==> src/hdl/tmx_pkg.sv <==
// ----------------------------------------------------------------------------
// tmx_pkg
// Shared types and constants of the three-axis PID elevon mixer.
// ----------------------------------------------------------------------------
package tmx_pkg;

  localparam int unsigned NUM_AXES = 3;
  localparam int unsigned GAIN_W   = 16;
  localparam int unsigned ANGLE_W  = 16;
  localparam int unsigned ERR_W    = ANGLE_W + 1;
  localparam int unsigned DIFF_W   = ERR_W + 1;
  localparam int unsigned SUM_W    = 32;
  localparam int unsigned NUM_W    = 50;
  localparam int unsigned MIX_W    = NUM_W + 1;
  localparam int unsigned DRIVE_W  = 16;

  localparam int unsigned AXIS_ROLL  = 0;
  localparam int unsigned AXIS_PITCH = 1;
  localparam int unsigned AXIS_YAW   = 2;

  // Output divisor 4096 * 100 * 100 = 2^16 * 625.
  localparam int unsigned DIV_SHIFT = 16;
  localparam int unsigned DIV_ODD   = 625;
  localparam int unsigned SHR_W     = MIX_W - DIV_SHIFT;
  localparam int unsigned MAG_W     = 25;
  localparam int unsigned RECIP_SH  = 35;
  localparam logic [25:0] RECIP     = 26'((64'd1 << RECIP_SH) / DIV_ODD);
  localparam logic [SHR_W-1:0] SAT_LIM = SHR_W'(32768 * DIV_ODD);

  localparam logic [47:0] GAINS_RST        = 48'h1000_0029_0800;
  localparam logic [15:0] ROLL_TARGET_RST  = 16'sd0;
  localparam logic [15:0] PITCH_TARGET_RST = -16'sd500;
  localparam logic [15:0] YAW_TARGET_RST   = 16'sd0;

  typedef struct packed {
    logic [NUM_AXES-1:0][47:0]      gains;
    logic [NUM_AXES-1:0][ANGLE_W-1:0] target;
  } tmx_cfg_t;

  typedef struct packed {
    logic ld_err;
    logic ld_prod;
    logic ld_num;
    logic ld_mix;
    logic ld_recip;
    logic ld_out;
  } tmx_adv_t;

endpackage

==> src/hdl/tmx_axis_lane.sv <==
// ----------------------------------------------------------------------------
// tmx_axis_lane
// One PID lane: error, saturating error sum and difference, gain products and
// the summed numerator of the axis output.
// ----------------------------------------------------------------------------
module tmx_axis_lane (
  input  logic                                clk_i,
  input  logic                                rst_ni,
  input  tmx_pkg::tmx_adv_t                   adv_i,
  input  logic                                run_i,
  input  logic [47:0]                         gains_i,
  input  logic signed [tmx_pkg::ANGLE_W-1:0]  target_i,
  input  logic signed [tmx_pkg::ANGLE_W-1:0]  measured_i,
  output logic signed [tmx_pkg::NUM_W-1:0]    num_o
);
  import tmx_pkg::*;

  logic signed [SUM_W-1:0]   sum_q;
  logic signed [ERR_W-1:0]   prev_q;

  logic signed [ERR_W-1:0]   err;
  logic signed [SUM_W:0]     sum_wide;
  logic signed [SUM_W-1:0]   sum_d;
  logic signed [DIFF_W-1:0]  diff;

  logic signed [ERR_W-1:0]   err_q;
  logic signed [SUM_W-1:0]   acc_q;
  logic signed [DIFF_W-1:0]  diff_q;

  logic signed [GAIN_W-1:0]  kp, ki, kd;
  logic signed [GAIN_W+ERR_W-1:0]  pe_d, pe_q;
  logic signed [GAIN_W+SUM_W-1:0]  pi_d, pi_q;
  logic signed [GAIN_W+DIFF_W-1:0] pd_d, pd_q;

  logic signed [NUM_W-1:0]   pe_x, pi_x, pd_x, num_d, num_q;

  assign err      = ERR_W'(target_i) - ERR_W'(measured_i);
  assign sum_wide = (SUM_W+1)'(sum_q) + (SUM_W+1)'(err);
  assign sum_d    = (sum_wide[SUM_W] != sum_wide[SUM_W-1]) ?
                    (sum_wide[SUM_W] ? {1'b1, {(SUM_W-1){1'b0}}} :
                                       {1'b0, {(SUM_W-1){1'b1}}}) :
                    sum_wide[SUM_W-1:0];
  assign diff     = DIFF_W'(err) - DIFF_W'(prev_q);

  always_ff @(posedge clk_i or negedge rst_ni) begin
    if (!rst_ni) begin
      sum_q  <= '0;
      prev_q <= '0;
    end else if (run_i) begin
      sum_q  <= sum_d;
      prev_q <= err;
    end
  end

  always_ff @(posedge clk_i) begin
    if (adv_i.ld_err) begin
      err_q  <= err;
      acc_q  <= sum_d;
      diff_q <= diff;
    end
  end

  assign kp   = gains_i[47:32];
  assign ki   = gains_i[31:16];
  assign kd   = gains_i[15:0];
  assign pe_d = kp * err_q;
  assign pi_d = ki * acc_q;
  assign pd_d = kd * diff_q;

  always_ff @(posedge clk_i) begin
    if (adv_i.ld_prod) begin
      pe_q <= pe_d;
      pi_q <= pi_d;
      pd_q <= pd_d;
    end
  end

  // kp*e*100 + ki*s + kd*d*10000, constant factors as shift-add
  assign pe_x  = NUM_W'(pe_q);
  assign pi_x  = NUM_W'(pi_q);
  assign pd_x  = NUM_W'(pd_q);
  assign num_d = (pe_x <<< 6) + (pe_x <<< 5) + (pe_x <<< 2) + pi_x +
                 (pd_x <<< 13) + (pd_x <<< 10) + (pd_x <<< 9) +
                 (pd_x <<< 8) + (pd_x <<< 4);

  always_ff @(posedge clk_i) begin
    if (adv_i.ld_num) begin
      num_q <= num_d;
    end
  end

  assign num_o = num_q;

endmodule

==> config.mk <==
export PLATFORM = sky130hd
export DESIGN_NAME = tmx_axis_lane
export DESIGN_NICKNAME = d
export VERILOG_FILES = /design/src/hdl/tmx_pkg.sv /design/src/hdl/tmx_axis_lane.sv
export SDC_FILE = /design/constraint.sdc
export NUM_CORES = 2
export LEC_CHECK = 0
export BUFFER_PORTS_ARGS = -buffer_cell sky130_fd_sc_hd__buf_4
export CORE_MARGIN = 1
export CORE_UTILIZATION = 65
export CTS_CLUSTER_DIAMETER = 80
export DETAILED_ROUTE_END_ITERATION = 10
export PLACE_DENSITY = 0.9
export SYNTH_ARGS = -nofsm -noshare
export SYNTH_HDL_FRONTEND = slang
export SYNTH_SLANG_ARGS = --single-unit
==> constraint.sdc <==
create_clock -name clk_i -period 15.2 [get_ports clk_i]
set_input_delay 2.28 -clock clk_i [delete_from_list [all_inputs] [get_ports clk_i]]
set_output_delay 2.28 -clock clk_i [all_outputs]
set_load 0.02 [all_outputs]
# Word level (Yosys, flattened, before mapping)

Index checks and enable logic that the tools add are counted.

Register bits after elaboration: 281
Latch bits: 0
Bits in writable memories: 0
Bits in read-only memories: 0
Input bits: 89
Word-level logic and storage cells: 26
Memories: 0

$add $sub $neg: 11
$mul: 3
Div/mod/pow operators: 0
Magnitude comparators: 0
Equal/unequal tests: 1
Shift operators: 0
Mux-type cells: 2
Bitwise gates (word level): 0
Reductions and logical operators: 0

Operators with widths:

| kind                                           | number |
|---|---|
| 32-bit two-way mux                             | 2 |
| 49-bit by 47-bit adder with 50-bit output      | 1 |
| 50-bit by 38-bit adder with 50-bit output      | 1 |
| 50-bit by 42-bit adder with 50-bit output      | 1 |
| 50-bit by 43-bit adder with 50-bit output      | 1 |
| 50-bit by 44-bit adder with 50-bit output      | 1 |
| 41-bit by 48-bit adder with 49-bit output      | 1 |
| 16-bit by 32-bit multiplier with 48-bit output | 1 |
| 40-bit by 35-bit adder with 41-bit output      | 1 |
| 39-bit by 38-bit adder with 40-bit output      | 1 |
| 16-bit by 18-bit multiplier with 34-bit output | 1 |
| 32-bit by 17-bit adder with 33-bit output      | 1 |
| 16-bit by 17-bit multiplier with 33-bit output | 1 |
| 17-bit by 17-bit subtractor with 18-bit output | 1 |
| 16-bit by 16-bit subtractor with 17-bit output | 1 |
| 1-bit != test                                  | 1 |

# Depth between registers and ports, before layout

Word-level depth: 8
Gate-level depth with buffers: 27
Gate-level depth less buffers: 26

# Least setup slack after synthesis

OpenSTA, ideal clock, no wires.

Path type: input to register
Start point: input gains_i[4]
End point: register pd_q[31] (data pin)
Arrival time: 8,377 ps
Data required time: 14,942 ps
Slack: 6,565 ps
Cell stages on the path: 24
Cell sequence: clkbuf_1 -> clkbuf_1 -> nand2_1 -> fa_1 -> inv_1 -> fa_1 -> inv_1 -> fa_1 -> fa_1 -> inv_1 -> fa_1 -> fa_1 -> ha_1 -> a21o_1 -> a21o_1 -> a221o_1 -> a31oi_2 -> a21oi_1 -> o21ai_1 -> a21boi_1 -> or4_1 -> a31o_2 -> a21oi_1 -> xnor2_1

Word-level cells in the longest chain between the ends: 1

Ends and longest elaborated chain:

| what                                           | line                | text |
|---|---|---|
| start, declared                                | tmx_axis_lane.sv:11 | `input logic [47:0] gains_i,` |
| 16-bit by 18-bit multiplier with 34-bit output | tmx_axis_lane.sv:68 | `assign pd_d = kd * diff_q;` |
| via pd_d[31]                                   | tmx_axis_lane.sv:33 | `logic signed [GAIN_W+DIFF_W-1:0] pd_d, pd_q;` |
| end signal, assigned                           | tmx_axis_lane.sv:74 | `pd_q <= pd_d;` |
| end, declared                                  | tmx_axis_lane.sv:33 |  |

The timed path passes the listed nets, and every way through them passes these cells.
A chain may end at the register's enable or synchronous reset.

# Worst setup path in the final report

Start point: input gains_i[33]
End point: register pe_q[32] (data pin)

Word-level cells in the longest chain between the ends: 1

Ends and longest elaborated chain:

| what                                           | line                | text |
|---|---|---|
| 16-bit by 17-bit multiplier with 33-bit output | tmx_axis_lane.sv:66 | `assign pe_d = kp * err_q;` |
| via pe_d[32]                                   | tmx_axis_lane.sv:31 | `logic signed [GAIN_W+ERR_W-1:0] pe_d, pe_q;` |
| end signal, assigned                           | tmx_axis_lane.sv:72 | `pe_q <= pe_d;` |
| end, declared                                  | tmx_axis_lane.sv:31 |  |

The timed path passes the listed nets, and every way through them passes these cells.

==> run summary <==
Status = finished, final reports clean
1st-iter DRT viols = 3958
F_max = 111.6 MHz
CTS clk-pin slew, worst paths = 70 ps
Final Hold Fails = 0
Sequential-to-total area share from yosys stat = 13.90%
Layout Utilization = 68.95%
Critical Path Start Type = input pin
Worst r2r src = err_q[16]$_DFFE_PP_
Mapped Area = 0.05895 sq mm
DR WL/cell = 20.42 microns
Total die area = 0.09189 sq mm
Hold_sp = pi_q[0]$_DFFE_PP_
Share of cells above drive strength 1 = 4.152%
Max Clock Skew = 21.24 ps
Nets = 7833
RSZ-0062 raised after global routing = false
Crit share post-route = 58.93%
Die W = 303.1 microns
Critical Path RT = 15510 ps
Metal-1 WL = 50880 microns
Synthesized net count = 7842
Max-cap check violation count = 0
Root Buffer = clkbuf_16
Largest net degree at the start of global routing = 68
Vias in the first global route = 47.70k
YS warnings = 0
Relative slew margins = 20.57%
Total grt overflow = 0
Met2 routed WL = 73110 microns
Initial antenna violation count = 10
Final count of pins violating max slew = 0
Max layer used = met5
CP arrival = 9270 ps
Area Overhead vs Synth = 5.126%
CP Class = input pin to flop
RePlAce Congestion = 0.9433
HPWL after DPL = 115900 microns
Number of remaining DRC errors = 0
Die outline height = 303.1 microns
Starting Density = 65.59%
Final ANT Viol Nets = 0
Vias per inst = 5.948
Setup violators final = 0
Io pins = 139
First element of the critical path = gains_i[33]
Setup tns final = 0 ps
Number of synthesized flops with an enable pin = 232
Core area = 0.08987 sq mm
CTS sink count = 281
Worst Tran Pin Value = 1176 ps
Post-synth ARST share = 17.44%
Mapped Cells = 6031
Predominant post-synthesis flop cell = edfxtp_1
Final wirelength = 147500 microns
DR vias = 42.97k
Multi-input combinational cell area = 0.04432 sq mm
Maximum buffer depth of the clock tree = 3
TritonCTS clock tree = done
Filler cells = 6047
GRT Total Usage = 33.87%
Storage cell area = 0.008193 sq mm
Hold Buf Count CTS = 0
First drt pass iteration count = 6
Clock Latency Late Sink = 600 ps
Metal3 WL = 14570 microns
CP Max Fanout = 17
Worst hold-check path type = flop to flop
TritonCTS buffer count = 31
Final worst path period need = 8958 ps
Netlist cell types = 82
Worst Setup End Kind = flop
Synth Area per Inst = 9.774 sq um
Most frequent cells in the layout = 1515 x inv_1, 1291 x fa_1, 715 x nand2_1
Number of synthesized register bits = 281
Commonest non-fill, non-tap cell in the layout = inv_1
CTS resizes = 0
Number of port buffers = 135
Setup bufs post-CTS = 0
First-pass GRT wire length = 241700 microns
Row count = 110
H-tree depth = 1
-- metrics by stage --
step                      cells  hold slack, ps  setup WS [ps]  area (sq um)
after floorplan            6031           400.3           6565         58950
after global placement     7165           407.5           5920         60800
after detailed placement   7165           409.3           5893         60800
after CTS                  7222           425.1           6314         61960
after global routing       7222           439.7           5767         61960
final                      7224           422.2           6242         61970
-- layout make-up --
type / instances / area share, %
Multi-Input combinational cell: 4043 / 71.53
Sequential cell: 281 / 13.22
Inverter: 1516 / 9.183
Tap cell: 1176 / 2.374
Timing Repair Buffer: 149 / 1.805
Clock buffer: 33 / 1.280
Clock inverter: 24 / 0.6017
Antenna cell: 2 / 0.008076
-- worst max-delay path, stage by stage --
cell      delay (ps)
buf_4            180
nand2_1          140
inv_1            110
fa_1             610
fa_1             890
inv_1            120
fa_1             490
fa_1             570
inv_1             60
fa_1             500
fa_1             440
ha_1             400
nand2_1          120
nor3b_1          300
o21ai_0          280
a21boi_0         520
o31ai_1          230
o21ai_0          350
o21a_1           160
nor2_1            40
xnor2_1          450
-- cells by family after synthesis --
kind of cell / count (synthesis) / synth area share, %
fa+ha+maj: 1722 / 52.99
buf+inv: 1707 / 10.91
simple gates: 1499 / 12.11
compound gates: 591 / 6.593
flops: 281 / 13.90
xor+xnor: 221 / 3.284
mux: 10 / 0.2101
-- Yosys cell counts, drive strengths merged, types with 21 or more instances --
cell / count / area, sq um
a211oi: 21 / 177.7
a21o: 88 / 660.6
a21oi: 159 / 795.8
a31oi: 27 / 196.4
and2: 425 / 2661
clkbuf: 181 / 679.4
dfrtp: 49 / 1226
edfxtp: 232 / 6967
fa: 1291 / 25840
ha: 431 / 5393
inv: 1515 / 5687
nand2: 716 / 2690
nand2b: 51 / 326.6
nand3: 33 / 165.2
nor2: 164 / 618.1
nor3: 29 / 145.1
o21a: 24 / 188.9
o21ai: 139 / 710.7
o21bai: 36 / 270.3
xnor2: 164 / 1436
xor2: 57 / 499.2
-- layer usage --
layer / up-vias / GRT usage [%]
met5: - / 0
met4: 6 / 17.41
met3: 696 / 5.897
li1: 18085 / -
met2: 2411 / 57.19
met1: 21768 / 42.07
-- path summary, 6_finish.rpt --
| check | slack, ps | to | cells after the start |
|---|---|---|---|
| min in group asynchronous | 1720 | sum_q[31]$_DFFE_PN0P_ | 1 |
| worst min-delay path | 420 | num_o[0]$_DFFE_PP_ | 0 |
| max in group asynchronous | 13020 | sum_q[9]$_DFFE_PN0P_ | 1 |
| worst min register to register | 420 | num_o[0]$_DFFE_PP_ | 0 |
| worst max-delay path | 6240 | pe_q[32]$_DFFE_PP_ | 21 |
| worst max register to register | 7170 | pe_q[32]$_DFFE_PP_ | 20 |
-- state kept, by name (all words and copies together), names as in the netlist --
| name | flops |
|---|---|
| pd_q | 34 |
| acc_q | 32 |
| pi_q | 48 |
| sum_q | 32 |
| num_o | 50 |
| prev_q | 17 |
| diff_q | 18 |
| err_q | 17 |
| pe_q | 33 |
Power is not shown: default switching activity piles up to over one toggle a cycle in this logic, so the estimate is an artifact.
