### src/hdl/tmx_pkg.sv
// ----------------------------------------------------------------------------
// tmx_pkg
// Shared types and constants of the three-axis PID elevon mixer.
// ----------------------------------------------------------------------------
package tmx_pkg;

  localparam int unsigned NUM_AXES = 3;
  localparam int unsigned GAIN_W   = 16;
  localparam int unsigned ANGLE_W  = 16;
  localparam int unsigned ERR_W    = ANGLE_W + 1;
  localparam int unsigned DIFF_W   = ERR_W + 1;
  localparam int unsigned SUM_W    = 32;
  localparam int unsigned NUM_W    = 50;
  localparam int unsigned MIX_W    = NUM_W + 1;
  localparam int unsigned DRIVE_W  = 16;

  localparam int unsigned AXIS_ROLL  = 0;
  localparam int unsigned AXIS_PITCH = 1;
  localparam int unsigned AXIS_YAW   = 2;

  // Output divisor 4096 * 100 * 100 = 2^16 * 625.
  localparam int unsigned DIV_SHIFT = 16;
  localparam int unsigned DIV_ODD   = 625;
  localparam int unsigned SHR_W     = MIX_W - DIV_SHIFT;
  localparam int unsigned MAG_W     = 25;
  localparam int unsigned RECIP_SH  = 35;
  localparam logic [25:0] RECIP     = 26'((64'd1 << RECIP_SH) / DIV_ODD);
  localparam logic [SHR_W-1:0] SAT_LIM = SHR_W'(32768 * DIV_ODD);

  localparam logic [47:0] GAINS_RST        = 48'h1000_0029_0800;
  localparam logic [15:0] ROLL_TARGET_RST  = 16'sd0;
  localparam logic [15:0] PITCH_TARGET_RST = -16'sd500;
  localparam logic [15:0] YAW_TARGET_RST   = 16'sd0;

  typedef struct packed {
    logic [NUM_AXES-1:0][47:0]      gains;
    logic [NUM_AXES-1:0][ANGLE_W-1:0] target;
  } tmx_cfg_t;

  typedef struct packed {
    logic ld_err;
    logic ld_prod;
    logic ld_num;
    logic ld_mix;
    logic ld_recip;
    logic ld_out;
  } tmx_adv_t;

endpackage

### src/hdl/tmx_cfg_regs.sv
// ----------------------------------------------------------------------------
// tmx_cfg_regs
// APB register file holding the axis gains and attitude targets.
// ----------------------------------------------------------------------------
module tmx_cfg_regs (
  input  logic              clk_i,
  input  logic              rst_ni,
  input  logic              psel,
  input  logic              penable,
  input  logic              pwrite,
  input  logic [5:0]        paddr,
  input  logic [63:0]       pwdata,
  output logic [63:0]       prdata,
  output tmx_pkg::tmx_cfg_t cfg_o
);
  import tmx_pkg::*;

  typedef enum logic [2:0] {
    REG_ROLL_GAINS   = 3'd0,
    REG_PITCH_GAINS  = 3'd1,
    REG_YAW_GAINS    = 3'd2,
    REG_ROLL_TARGET  = 3'd3,
    REG_PITCH_TARGET = 3'd4,
    REG_YAW_TARGET   = 3'd5
  } tmx_reg_e;

  tmx_cfg_t   cfg_q;
  tmx_reg_e   reg_idx;
  logic       wr_en;

  assign reg_idx = tmx_reg_e'(paddr[5:3]);
  assign wr_en   = psel && penable && pwrite;

  always_ff @(posedge clk_i or negedge rst_ni) begin
    if (!rst_ni) begin
      cfg_q.gains[AXIS_ROLL]   <= GAINS_RST;
      cfg_q.gains[AXIS_PITCH]  <= GAINS_RST;
      cfg_q.gains[AXIS_YAW]    <= GAINS_RST;
      cfg_q.target[AXIS_ROLL]  <= ROLL_TARGET_RST;
      cfg_q.target[AXIS_PITCH] <= PITCH_TARGET_RST;
      cfg_q.target[AXIS_YAW]   <= YAW_TARGET_RST;
    end else if (wr_en) begin
      unique case (reg_idx)
        REG_ROLL_GAINS:   cfg_q.gains[AXIS_ROLL]   <= pwdata[47:0];
        REG_PITCH_GAINS:  cfg_q.gains[AXIS_PITCH]  <= pwdata[47:0];
        REG_YAW_GAINS:    cfg_q.gains[AXIS_YAW]    <= pwdata[47:0];
        REG_ROLL_TARGET:  cfg_q.target[AXIS_ROLL]  <= pwdata[15:0];
        REG_PITCH_TARGET: cfg_q.target[AXIS_PITCH] <= pwdata[15:0];
        REG_YAW_TARGET:   cfg_q.target[AXIS_YAW]   <= pwdata[15:0];
        default: ;
      endcase
    end
  end

  always_comb begin
    unique case (reg_idx)
      REG_ROLL_GAINS:   prdata = {16'd0, cfg_q.gains[AXIS_ROLL]};
      REG_PITCH_GAINS:  prdata = {16'd0, cfg_q.gains[AXIS_PITCH]};
      REG_YAW_GAINS:    prdata = {16'd0, cfg_q.gains[AXIS_YAW]};
      REG_ROLL_TARGET:  prdata = {48'd0, cfg_q.target[AXIS_ROLL]};
      REG_PITCH_TARGET: prdata = {48'd0, cfg_q.target[AXIS_PITCH]};
      REG_YAW_TARGET:   prdata = {48'd0, cfg_q.target[AXIS_YAW]};
      default:          prdata = 64'd0;
    endcase
  end

  assign cfg_o = cfg_q;

endmodule

### config.mk
export PLATFORM = sky130hd
export DESIGN_NAME = tmx_cfg_regs
export DESIGN_NICKNAME = d
export VERILOG_FILES = /design/src/hdl/tmx_pkg.sv /design/src/hdl/tmx_cfg_regs.sv
export SDC_FILE = /design/constraint.sdc
export NUM_CORES = 1
export LEC_CHECK = 0
export ABC_AREA = 0
export BUFFER_PORTS_ARGS = -buffer_cell sky130_fd_sc_hd__buf_2
export CORE_AREA = 2 2 133 135
export CTS_CLUSTER_SIZE = 25
export DETAILED_ROUTE_END_ITERATION = 16
export DIE_AREA = 0 0 135 137
export GPL_ROUTABILITY_DRIVEN = 0
export PLACE_DENSITY = 0.87
export SETUP_SLACK_MARGIN = 0.15
export SLEW_MARGIN = 15
export SYNTH_ARGS = -nofsm -noshare
export SYNTH_HDL_FRONTEND = slang
export SYNTH_SLANG_ARGS = --single-unit
### constraint.sdc
create_clock -name clk_i -period 2.3 [get_ports clk_i]
set_input_delay 0.23 -clock clk_i [delete_from_list [all_inputs] [get_ports clk_i]]
set_output_delay 0.23 -clock clk_i [all_outputs]
set_load 0.005 [all_outputs]
Word-level counts from Yosys, hierarchy flattened
Index checks and enable logic that the tools add are counted.
{"block": "word_totals", "ff_bits": 192, "in_bits": 75, "elab_cells": 21}
{"block": "op_classes", "eq_ne": 5, "n_mux": 1, "reduce_logical": 9}
{"cell": "48-bit one-hot mux with 6 select lines", "count": 1}
{"cell": "2-bit AND reduction", "count": 6}
{"cell": "3-bit by 2-bit equality test with 1-bit output (second input constant)", "count": 2}
{"cell": "3-bit equality test (second input constant)", "count": 2}
{"cell": "3-bit by 1-bit equality test with 1-bit output (second input constant)", "count": 1}
{"cell": "3-bit logical NOT", "count": 1}
{"cell": "1-bit logical AND", "count": 2}

Depth between registers and ports, before layout
{"block": "logic_depth", "depth_word": 3, "depth_mapped": 6, "ltp_nobuf": 3}

Worst setup path before layout
No wires, ideal clock.
{"block": "synth_timing", "path_type": "input port to flip-flop", "start": "input port paddr[3]", "end": "register cfg_q (netlist bit cfg_o[60])", "arrival_ps": 1377, "path_slack_ps": 796, "stages": 6, "n_path_buf": 3, "cell_sequence": "buf_2 -> nand4b_4 -> nor3_2 -> buf_4 -> buf_6 -> mux2_1"}
{"block": "synth_between", "elab_chain_cells": 2}
{"element": "from (decl)", "line": "tmx_cfg_regs.sv:11", "text": "input logic [5:0] paddr,"}
{"element": "3-bit logical NOT", "line": "tmx_cfg_regs.sv:43", "text": "unique case (reg_idx)"}
{"element": "2-bit AND reduction (no source line)"}
{"element": "to (decl)", "line": "tmx_cfg_regs.sv:27", "text": "tmx_cfg_t cfg_q;"}
No other way between the ends.
A chain may end at the register's enable or synchronous reset.

Final worst setup path
{"block": "layout_timing", "start": "input port paddr[4]", "end": "output port prdata[8]"}
{"block": "layout_between", "elab_chain_cells": 2, "word_cells_on_any_way": 7, "cone_classes": "eq/ne (5); mux (1); reduce/logical (1)"}
{"element": "3-bit equality test, or another cell as far along", "line": "tmx_cfg_regs.sv:56", "text": "unique case (reg_idx)"}
{"element": "48-bit one-hot mux with 6 select lines *", "line": "tmx_cfg_regs.sv:56"}
{"element": "to (decl)", "line": "tmx_cfg_regs.sv:13", "text": "output logic [63:0] prdata,"}
Mark *: on every way between the ends. The rest lies on a longest branch, timed or not.

==> results.txt <==
The flow ran to the end, and the final reports show no timing, DRC or antenna violations. The setup-violating endpoint count in the final report came out at 0. Counting the buffers created by CTS gives 17.

Of all nets on the critical path, the largest fanout is 14. The count of hold buffers inserted by post-cts repair is 1. The total detailed-routing wirelength is around 24,000 µm.

The reported max-cap violation count is 0. The final setup skew is 0 ns. The total vias in the final route is about 6,700. The total negative setup slack is 0 ns. The number of antenna violations at the first check in global routing is 2.

TritonCTS built the clock tree. Summed over all instances, the cell type with the most area after synthesis is dfrtp_1. The area of placed instances came out at ~11,000 µm². The maximum buffer depth of the clock tree came out at 2. The total leakage power came out at 5.71 nW. Summing the sequential cell areas from Yosys gives 53.6% of the chip area.

The initial cell density of the core came out at 52.8%. The maximum achievable frequency came out at 0.530 GHz. The critical path ends at prdata[8]. The critical path required time came out at between 2 and 2.5 ns. The wire length of the first global-routing pass came out at about 37,000 µm.

The worst setup path is captured at a primary output. Global routing finished with a remaining overflow of 0. Each instance of the synthesized netlist takes up on average 13.3 µm². Ranked by total cell area, the synthesized netlist is headed by dfrtp_1, mux2_2, dfstp_2. Setup repair after global routing left no endpoint under its margin. The total of buffers placed on input and output ports is 295. The tree is rooted in a clkbuf_16. The maximum vdd ir drop came out at 618 µV. Counting every sink on the clock net gives roughly 190. The startpoint identified for the worst register-to-register timing path is cfg_o[137]. The synthesized netlist occupies a cell area of approximately 9000 µm². The count of distinct cell types in the synthesized netlist came out at 28. Once layout is complete, the utilization of the core stands at 66.7%. The leading cell type by number of instances after synthesis is mux2_2.

Tracing the worst setup path back leads to its startpoint at paddr[4]. The proportion of netlist area held by the largest area contributor is between 40% and 50%. Post-CTS repair changed the size of 0 cells. The critical path goes through buf_2 -> buf_4 -> mux2_2 -> a221oi_1 -> a31oi_1 -> buf_2. At the end of the flow, the number of nets in the layout was about 1,000. The post-synthesis to final-layout area growth came out at 26.3%.

The register clock-pin slew on the reported worst setup and hold paths is ~0.070 ns. The number of placed instances, taps included, is roughly 1,200. The first detailed-routing pass ran for 4 iterations.

The placement row count is between 40 and 50. The most used flip-flop cell after synthesis is dfrtp_1. The die extent in x is approximately 140 µm. On the worst path, the slowest cell contributes a delay of around 0.36 ns.

In the synthesized netlist, the cells that appear most often are mux2_2, dfrtp_1, nand2_1, a21oi_1, buf_2. The number of design rule violations left after detail routing is 0. The sum of net half-perimeters after detailed placement is roughly 17,000 µm. The worst reg-to-reg path cell count is 1.

Summing all non-filler instances in the final layout gives an area of 11,400 µm². The number of global-route vias before repair came out at roughly 6,600. The all-layer global routing usage is around a quarter.

The max-slew violation total from the final report is 0. The power density over the cells is approximately 870 nW/µm². Across all register-to-register paths, the minimum setup slack is about 1.5 ns. The number of flip-flops and latches in the synthesized netlist is about 190. The share of post-route cells with drive strength above 1 came out at between 60% and 70%. The number of failing hold endpoints at the final stage is 0. Dividing the detail-routed wire length by the instance count gives 20.0 µm. The tightest min-delay check is of the in -> reg type. The data arrival time at the worst-slack endpoint came out at about 1.7 ns.

The worst-margin pin slew came out at around 0.55 ns. Counting flops with an async set or reset pin after synthesis yields a share of 100%. The overall die area came out at between 15,000 and 20,000 µm².

The core outline area is 17,100 µm². The most repeated library cell on the critical path is buf_2. Synthesis produced a netlist whose cell count is 680.

The largest individual stage delay along the critical path comes from the cell mux2_2. The clock period minus worst slack is 1.89 ns. The detailed router finished its first iteration with 242 violations.

The height of the chip is between 100 and 150 µm. The worst setup path is launched from an input pin. Dividing the final minimum period by the clock period gives between 80% and 90%. The H-tree level count came out at 4. The count of synthesis-stage warnings from yosys is 0. The later pin in the worst-skew pair is clocked with a latency of 0.42 ns. The register with the most flip-flops in the layout has roughly 190 of them. The post-CTS setup repair buffer count came out at 0. Once detail routing completed, the nets flagged for antenna violations numbered 0. The relative slew slack is 63.5%. The non-filler instance count after layout came out at around 1,200. The worst setup path is of the in -> out kind.

The pin count of the biggest net entering global routing came out at 60. The number of enable flip-flop cells after synthesis is 0. The number of top-level pins came out at ~330. Using the TritonRoute via totals, the vias-per-cell ratio works out to 5.53. The endpoint of the worst-slack reg-to-reg timing path is cfg_o[137].
==> cells in the final DEF, fill, tap and decap left out, drive strengths merged <==
| master | instances |
|---|---|
| a21oi | 35 |
| a221o | 2 |
| a221oi | 7 |
| a31oi | 6 |
| and3b | 2 |
| buf | 318 |
| bufinv | 2 |
| clkbuf | 20 |
| clkinv | 3 |
| clkinvlp | 4 |
| conb | 16 |
| dfrtp | 168 |
| dfstp | 24 |
| diode | 2 |
| dlygate4sd3 | 1 |
| inv | 6 |
| mux2 | 244 |
| mux2i | 18 |
| nand2 | 81 |
| nand2b | 2 |
| nand3 | 4 |
| nand4 | 1 |
| nand4b | 1 |
| nor2 | 8 |
| nor2b | 2 |
| nor3 | 2 |
| o21ai | 2 |
| o221ai | 7 |
==> routing by layer <==
layer | share of wire (%) | up-vias | GRT usage (%) | wire length [µm]
met4 | 1.9 | 0 | 8.62 | 472
met3 | 8.0 | 38 | 7.63 | 1950
met2 | 50 | 272 | 45.2 | 12200
met1 | 40 | 3402 | 31.1 | 9670
li1 | - | 2995 | - | -
met5 | 0 | - | 0 | 0
==> worst min-delay path by stage <==
stage                     startpoint    endpoint  slack, ns  cells past startpoint
final                     pwdata[28]   cfg_o[76]       0.06                      2
after global routing      pwdata[28]   cfg_o[76]       0.05                      2
after CTS                 pwdata[28]   cfg_o[76]       0.03                      2
after detailed placement      rst_ni  cfg_o[103]       0.24                      1
after global placement        rst_ni  cfg_o[103]       0.24                      1
after floorplan               rst_ni    cfg_o[0]      -0.07                      0
==> power by group <==
| part | switching [W] | internal [W] | leakage (nW) |
|---|---|---|---|
| Sequential | 0.000522 | 0.00410 | 2.40 |
| Clock | 0.00132 | 0.00168 | 0.285 |
| Combinational | 0.000980 | 0.00129 | 3.03 |
| Total | 0.00283 | 0.00707 | 5.71 |
==> cell type report <==
cell class / instances / area, µm²
fillers: 1244 / 5670
flip-flops and latches: 192 / 4830
multi-input cells: 440 / 3860
repair buffers: 320 / 1790
clock buffers: 19 / 453
well taps: 225 / 282
clock inverters: 13 / 150
inverters: 2 / 7.51
diodes: 2 / 5.00
==> metrics by stage <==
| stage | hold WS (ns) | power, W | setup slack (ns) |
|---|---|---|---|
| after floorplan | -0.0656 | 0.00570 | 0.796 |
| after global placement | 0.244 | 0.00682 | 0.503 |
| after global routing | 0.0503 | 0.0104 | 0.293 |
| after detailed placement | 0.244 | 0.00694 | 0.430 |
| final | 0.0564 | 0.00990 | 0.414 |
| after CTS | 0.0349 | 0.00996 | 0.403 |
==> worst max-delay path, delay by kind of cell <==
family | cells | cell delay [ns]
buf+inv | 3 | 0.69
mux | 1 | 0.36
compound gates | 2 | 0.36
==> logic make-up after synthesis <==
| logic type | synth area share, % |
|---|---|
| buffers and inverters | 4.40 |
| multiplexers | 32.5 |
| AND/OR/NAND/NOR | 5.37 |
| other | 0.0416 |
| flip-flops | 53.6 |
| AO/OA/AOI/OAI | 4.05 |
No activity file was read; power rests on OpenSTA's default activity.
