**src/hdl/tmx_pkg.sv**
```systemverilog
// ----------------------------------------------------------------------------
// tmx_pkg
// Shared types and constants of the three-axis PID elevon mixer.
// ----------------------------------------------------------------------------
package tmx_pkg;

  localparam int unsigned NUM_AXES = 3;
  localparam int unsigned GAIN_W   = 16;
  localparam int unsigned ANGLE_W  = 16;
  localparam int unsigned ERR_W    = ANGLE_W + 1;
  localparam int unsigned DIFF_W   = ERR_W + 1;
  localparam int unsigned SUM_W    = 32;
  localparam int unsigned NUM_W    = 50;
  localparam int unsigned MIX_W    = NUM_W + 1;
  localparam int unsigned DRIVE_W  = 16;

  localparam int unsigned AXIS_ROLL  = 0;
  localparam int unsigned AXIS_PITCH = 1;
  localparam int unsigned AXIS_YAW   = 2;

  // Output divisor 4096 * 100 * 100 = 2^16 * 625.
  localparam int unsigned DIV_SHIFT = 16;
  localparam int unsigned DIV_ODD   = 625;
  localparam int unsigned SHR_W     = MIX_W - DIV_SHIFT;
  localparam int unsigned MAG_W     = 25;
  localparam int unsigned RECIP_SH  = 35;
  localparam logic [25:0] RECIP     = 26'((64'd1 << RECIP_SH) / DIV_ODD);
  localparam logic [SHR_W-1:0] SAT_LIM = SHR_W'(32768 * DIV_ODD);

  localparam logic [47:0] GAINS_RST        = 48'h1000_0029_0800;
  localparam logic [15:0] ROLL_TARGET_RST  = 16'sd0;
  localparam logic [15:0] PITCH_TARGET_RST = -16'sd500;
  localparam logic [15:0] YAW_TARGET_RST   = 16'sd0;

  typedef struct packed {
    logic [NUM_AXES-1:0][47:0]      gains;
    logic [NUM_AXES-1:0][ANGLE_W-1:0] target;
  } tmx_cfg_t;

  typedef struct packed {
    logic ld_err;
    logic ld_prod;
    logic ld_num;
    logic ld_mix;
    logic ld_recip;
    logic ld_out;
  } tmx_adv_t;

endpackage

```
**src/hdl/tmx_mix_scale.sv**
```systemverilog
// ----------------------------------------------------------------------------
// tmx_mix_scale
// Mix the lane numerators into elevon and rudder drives, then divide by the
// output scale truncating toward zero and saturate to 16 bits.
// ----------------------------------------------------------------------------
module tmx_mix_scale (
  input  logic                                         clk_i,
  input  tmx_pkg::tmx_adv_t                            adv_i,
  input  logic signed [tmx_pkg::NUM_AXES-1:0][tmx_pkg::NUM_W-1:0] num_i,
  output logic [tmx_pkg::NUM_AXES-1:0][tmx_pkg::DRIVE_W-1:0]      drive_o
);
  import tmx_pkg::*;

  logic signed [MIX_W-1:0] mix [NUM_AXES];
  logic [MIX_W-1:0]        mag [NUM_AXES];
  logic [SHR_W-1:0]        shr [NUM_AXES];

  logic                    neg_q  [NUM_AXES];
  logic                    sat_q  [NUM_AXES];
  logic [MAG_W-1:0]        m_q    [NUM_AXES];

  logic                    neg2_q [NUM_AXES];
  logic                    sat2_q [NUM_AXES];
  logic [MAG_W-1:0]        m2_q   [NUM_AXES];
  logic [MIX_W-1:0]        prod   [NUM_AXES];
  logic [DRIVE_W-1:0]      q0_q   [NUM_AXES];

  logic [MAG_W:0]          q0x    [NUM_AXES];
  logic [MAG_W:0]          rem    [NUM_AXES];
  logic [DRIVE_W-1:0]      quo    [NUM_AXES];
  logic [DRIVE_W-1:0]      res    [NUM_AXES];
  logic [NUM_AXES-1:0][DRIVE_W-1:0] drive_q;

  assign mix[AXIS_ROLL]  = MIX_W'($signed(num_i[AXIS_PITCH])) +
                           MIX_W'($signed(num_i[AXIS_ROLL]));
  assign mix[AXIS_PITCH] = MIX_W'($signed(num_i[AXIS_PITCH])) -
                           MIX_W'($signed(num_i[AXIS_ROLL]));
  assign mix[AXIS_YAW]   = MIX_W'($signed(num_i[AXIS_YAW]));

  always_comb begin
    for (int i = 0; i < NUM_AXES; i++) begin
      mag[i] = mix[i][MIX_W-1] ? MIX_W'(-mix[i]) : MIX_W'(mix[i]);
      shr[i] = mag[i][MIX_W-1:DIV_SHIFT];
    end
  end

  always_ff @(posedge clk_i) begin
    if (adv_i.ld_mix) begin
      for (int i = 0; i < NUM_AXES; i++) begin
        neg_q[i] <= mix[i][MIX_W-1];
        sat_q[i] <= (shr[i] >= SAT_LIM);
        m_q[i]   <= shr[i][MAG_W-1:0];
      end
    end
  end

  always_comb begin
    for (int i = 0; i < NUM_AXES; i++) begin
      prod[i] = MIX_W'(m_q[i]) * MIX_W'(RECIP);
    end
  end

  always_ff @(posedge clk_i) begin
    if (adv_i.ld_recip) begin
      for (int i = 0; i < NUM_AXES; i++) begin
        neg2_q[i] <= neg_q[i];
        sat2_q[i] <= sat_q[i];
        m2_q[i]   <= m_q[i];
        q0_q[i]   <= prod[i][RECIP_SH +: DRIVE_W];
      end
    end
  end

  always_comb begin
    for (int i = 0; i < NUM_AXES; i++) begin
      q0x[i] = (MAG_W+1)'(q0_q[i]) * (MAG_W+1)'(DIV_ODD);
      rem[i] = (MAG_W+1)'(m2_q[i]) - q0x[i];
      quo[i] = q0_q[i] + DRIVE_W'(rem[i] >= (MAG_W+1)'(DIV_ODD));
      if (sat2_q[i]) begin
        res[i] = neg2_q[i] ? {1'b1, {(DRIVE_W-1){1'b0}}} : {1'b0, {(DRIVE_W-1){1'b1}}};
      end else begin
        res[i] = neg2_q[i] ? DRIVE_W'(-quo[i]) : quo[i];
      end
    end
  end

  always_ff @(posedge clk_i) begin
    if (adv_i.ld_out) begin
      for (int i = 0; i < NUM_AXES; i++) begin
        drive_q[i] <= res[i];
      end
    end
  end

  assign drive_o = drive_q;

endmodule

```
**config.mk**
```make
export PLATFORM = sky130hd
export DESIGN_NAME = tmx_mix_scale
export DESIGN_NICKNAME = d
export VERILOG_FILES = /design/src/hdl/tmx_pkg.sv /design/src/hdl/tmx_mix_scale.sv
export SDC_FILE = /design/constraint.sdc
export NUM_CORES = 2
export LEC_CHECK = 0
export ABC_AREA = 1
export BUFFER_PORTS_ARGS = -buffer_cell sky130_fd_sc_hd__buf_2
export CAP_MARGIN = 20
export CORE_AREA = 2 2 293 439
export CTS_CLUSTER_SIZE = 10
export DETAILED_ROUTE_END_ITERATION = 8
export DIE_AREA = 0 0 295 441
export HOLD_SLACK_MARGIN = 0.02
export MAX_ROUTING_LAYER = met4
export PLACE_DENSITY = 0.74
export SYNTH_ARGS = -nofsm -noshare
export SYNTH_HDL_FRONTEND = slang
export SYNTH_SLANG_ARGS = --single-unit
```
**constraint.sdc**
```tcl
create_clock -name clk_i -period 6.7 [get_ports clk_i]
set_input_delay 0.67 -clock clk_i [delete_from_list [all_inputs] [get_ports clk_i]]
set_output_delay 0.67 -clock clk_i [all_outputs]
set_load 0.03 [all_outputs]
```
Yosys cells after proc, flatten, opt, wreduce, memory -nomap -nowiden --
Memory sizes are Yosys's and may differ from the RTL's. Index checks and enable logic that the tools add are counted.
Word-level totals: register bits after elaboration 48, RAM bits 210, input port bits 157, output and inout port bits 48, word-level logic and storage cells 52, memories kept 7
Cells by class: $add $sub $neg 14, multiply operators 6, magnitude comparators 6, multiplexer cells 16
Memory list:
- m2_q | words 3, bits a word 25, read ports 3, clocked after memory_dff 0, wr ports 3, RTL line tmx_mix_scale.sv:24 | logic [MAG_W-1:0] m2_q [NUM_AXES];
- m_q | words 3, bits a word 25, read ports 3, clocked after memory_dff 0, wr ports 3, RTL line tmx_mix_scale.sv:20 | logic [MAG_W-1:0] m_q [NUM_AXES];
- q0_q | words 3, bits a word 16, read ports 3, clocked after memory_dff 0, wr ports 3, RTL line tmx_mix_scale.sv:26 | logic [DRIVE_W-1:0] q0_q [NUM_AXES];
- neg2_q | words 3, bits a word 1, read ports 3, clocked after memory_dff 0, wr ports 3, RTL line tmx_mix_scale.sv:22 | logic neg2_q [NUM_AXES];
- neg_q | words 3, bits a word 1, read ports 3, clocked after memory_dff 0, wr ports 3, RTL line tmx_mix_scale.sv:18 | logic neg_q [NUM_AXES];
- sat2_q | words 3, bits a word 1, read ports 3, clocked after memory_dff 0, wr ports 3, RTL line tmx_mix_scale.sv:23 | logic sat2_q [NUM_AXES];
- 1 more memories
Operators by type and width (number):
- 25-bit by 26-bit multiplier with 51-bit output (second input constant) | 3
- 51-bit two-way mux | 3
- 16-bit two-way mux | 9
- 35-bit by 25-bit >= comparator with 1-bit output (second input constant) | 3
- 51-bit negation | 2
- 26-bit by 10-bit >= comparator with 1-bit output (second input constant) | 3
- 16-bit by 10-bit multiplier with 26-bit output (second input constant) | 3
- 25-bit by 26-bit subtractor with 26-bit output | 3
- 50-bit by 50-bit adder with 51-bit output | 1
- 50-bit negation with 51-bit output | 1
- 50-bit by 50-bit subtractor with 51-bit output | 1
- 16-bit by 1-bit adder with 16-bit output | 3
- 16-bit negation | 3
- 1-bit two-way mux | 4

Longest topological paths before layout --
depth in word-level cells 7, depth in mapped cells 41, mapped depth without buffers 41

Least setup slack after synthesis --
Ideal clock, no wire load.
kind register to register, start point memory q0_q[0][7], end point register drive_q (netlist bit drive_o[15]), data pin, setup time 0.254 ns, arrival time 6.621 ns, data required time 6.446 ns, setup slack -0.176 ns, cell stages (with the launch flop) 31, buffers on the path 0, period minus slack after synthesis 6.876 ns, cells stage by stage edfxtp_1 > fa_1 > ha_1 > inv_1 > fa_1 > inv_1 > fa_1 > fa_1 > inv_1 > ha_1 > a21oi_1 > o21ai_0 > o21bai_1 > a21boi_0 > nor2_1 > nor2_1 > o21a_1 > nand2b_1 > nand3b_1 > a21oi_1 > nand3_1 > ha_1 > ha_1 > xor2_1 > nor3_1 > nand2_1 > nor4_1 > nand2_1 > o41ai_1 > xnor2_1 > inv_1
RTL lines:
- from (decl) | RTL line tmx_mix_scale.sv:26
- to (signal, indexed assignment) | RTL line tmx_mix_scale.sv:90 | drive_q[i] <= res[i];
- to (decl) | RTL line tmx_mix_scale.sv:32 | logic [NUM_AXES-1:0][DRIVE_W-1:0] drive_q;

==> results.json <==
{
  "nNetsFinal": 11690,
  "hp-class": "primary input to register",
  "antenna_found_initial": 14,
  "clkLatencyLatePin_ns": 0.63,
  "arrival_ns": 7.11,
  "finalSetupViolCount": 4,
  "hpwl_microns": 202700,
  "pin_count": 205,
  "area_growth_pct": 14.42,
  "violations": "setup timing",
  "status": "finished, violations left",
  "die_w_microns": 295,
  "met2_length_microns": 116400,
  "vias": 59080,
  "synth_seq_cells": 258,
  "highest_layer": "met4",
  "core_area_sq_um": 126300,
  "setup_slack_ns": -0.08156,
  "met1_length_microns": 80230,
  "clock-root-buffer": "clkbuf_16",
  "dieArea_sq_um": 130100,
  "postRouteAntennaNets": 0,
  "synthXorXnorAreaFrac_pct": 3.422,
  "path_class": "register to register",
  "cts_buffer_depth": 3,
  "grt_max_degree": 72,
  "fin_crit_sh_pct": 101.2,
  "synth_area_per_cell_sq_um": 7.995,
  "synthSimpleGateAreaFrac_pct": 15.84,
  "port-buffer-count": 201,
  "vias_per_cell": 5.305,
  "reg2reg_slack_ns": -0.08,
  "post_drt_wl_per_cell_microns": 20.43,
  "min_period_ns": 6.782,
  "cp_slowest_cell": "fa_1",
  "grt_pass1_wl_microns": 342000,
  "dieHeight_microns": 441,
  "synth_compound_area_share_pct": 6.416,
  "path_max_fanout": 4,
  "timing.critical_path.buf_inv": 6,
  "path_delay_family": "adder cells",
  "cp_num_cells": 31,
  "drt-pass1-iter-count": 8,
  "yosys.cell_types.count": 54,
  "cts_tree": "built",
  "max_slew_margin_pct": 35.98,
  "netlist_area_sq_um": 69040,
  "clkTransAtPathRegs_ns": 0.07,
  "async_reset_ff_share_pct": 0,
  "drive_gt1_share_pct": 12.12,
  "r2r-end": "drive_o[46]",
  "globalRouteTotalUtil_pct": 36.04,
  "drt_wl_total_microns": 227500,
  "synth_edf_count": 258,
  "cts_buffers": 35,
  "worstHoldPathCells": 2,
  "min_to": "m_q[0][50]",
  "drcViolationCount": 0,
  "wl_met3_microns": 9951,
  "final_cell_mix": "inv_1, nand2_1, ha_1",
  "max_stage_delay_ns": 0.53,
  "seq_area_frac_synth_pct": 11.22,
  "report.final.hold_viol_count": 0,
  "syn_inst": 8635,
  "clock_sinks": 258,
  "post-route-util_pct": 62.53,
  "rsz0062_at_grt": "true",
  "synthMuxAreaShare_pct": 0,
  "drt_iter0_drc": 3165,
  "worstSetupEndpointType": "register",
  "grt_overflow": 0,
  "clock.fmax_ghz": 0.1475,
  "gp_congestion": 1.056,
  "rr_worst_depth": 31,
  "htreeDepth": 2,
  "syn_nets": 10920,
  "layout_commonest_cell": "inv_1",
  "tightest_slew_ns": 0.9603,
  "yosys_most_used_dff": "edfxtp_1",
  "min_from": "num_i[116]",
  "synth_fa_ha_area_share_pct": 49.32,
  "skew_ns": 0.04158,
  "critPathRequiredTime_ns": 7.03,
  "postCtsHoldBufs": 0,
  "rows": 160,
  "r2r-start": "q0_q[0][38]",
  "cp-start-kind": "register",
  "drv_slew": 0,
  "start_util_pct": 54.65,
  "grt_pass1_vias": 62460,
  "synth_top_family_by_area": "adder cells",
  "cap_violations": 0,
  "synth_warnings": 0
}
[layout make-up]
cell class	instances	area, sq um
inverter	2443	9178
clock buffer	40	894.6
clock inverter	14	186.4
tap	1701	2128
antenna	15	37.54
timing repair buffer	794	5605
multi-input combinational	5872	53220
fill	11040	47330
sequential	258	7747
[cells in the mapped netlist (31+ instances only)]
cell,instances,area (sq um)
a21oi_1,421,2107
buf_2,31,155.2
edfxtp_1,258,7747
fa_1,989,19800
ha_1,1139,14250
inv_1,2425,9102
nand2_1,1481,5559
nand3_1,309,1546
nand4_1,75,469.2
nor2_1,639,2399
nor3_1,61,305.3
o21ai_0,249,1246
xnor2_1,82,718.2
xor2_1,184,1612
[cells by family (layout without fill, tap and decap cells)]
logic type / count (synthesis) / in the layout
fa+ha+maj: 2128 / 2128
buf+inv: 2505 / 3291
other cells: 0 / 15
compound gates: 815 / 815
flops: 258 / 258
simple gates: 2661 / 2661
xor+xnor: 268 / 268
[state kept, by name, indices dropped and copies added, names as in the netlist]
name,flops
q0_q,48
sat_q,3
neg2_q,3
m_q,75
m2_q,75
neg_q,3
drive_o,48
sat2_q,3
[metrics by stage]
step / TNS (ns) / hold WS, ns / area [sq um] / setup slack (ns) / instances
after floorplan: 0 / 0.4003 / 69050 / 0.01465 / 8635
after global placement: -5.511 / 0.4743 / 75620 / -0.4150 / 10970
after detailed placement: -9.680 / 0.4755 / 75620 / -0.5376 / 10970
after CTS: 0 / 0.3577 / 77540 / 0.004040 / 11070
after global routing: -4.888 / 0.3846 / 78990 / -0.4291 / 11140
final: -0.2360 / 0.3875 / 78990 / -0.08156 / 11140
[worst max path at each step]
stage,startpoint,endpoint
after global placement,q0_q[0][5],drive_o[14]
after floorplan,q0_q[0][7],drive_o[15]
after global routing,q0_q[0][38],drive_o[46]
after detailed placement,q0_q[0][22],drive_o[28]
after CTS,q0_q[0][5],drive_o[15]
final,q0_q[0][38],drive_o[46]
[metal layers]
| layer | track usage [%] | vias to the layer above |
|---|---|---|
| met5 | - | - |
| met3 | 3.961 | 834 |
| li1 | - | 27920 |
| met2 | 63.81 | 1865 |
| met1 | 36.58 | 28460 |
| met4 | 26.91 | 0 |
[timing repair]
action	in CTS	in global routing
setup buffers	41	59
gates resized for setup	112	250
cloned	0	0
setup endpoints to repair	35	58
endpoints found under the hold margin	0	0
pin swaps	97	127
Power is left out: the tool's default activity adds up to more than one toggle a clock period on the data nets, which glitch-free logic cannot reach.
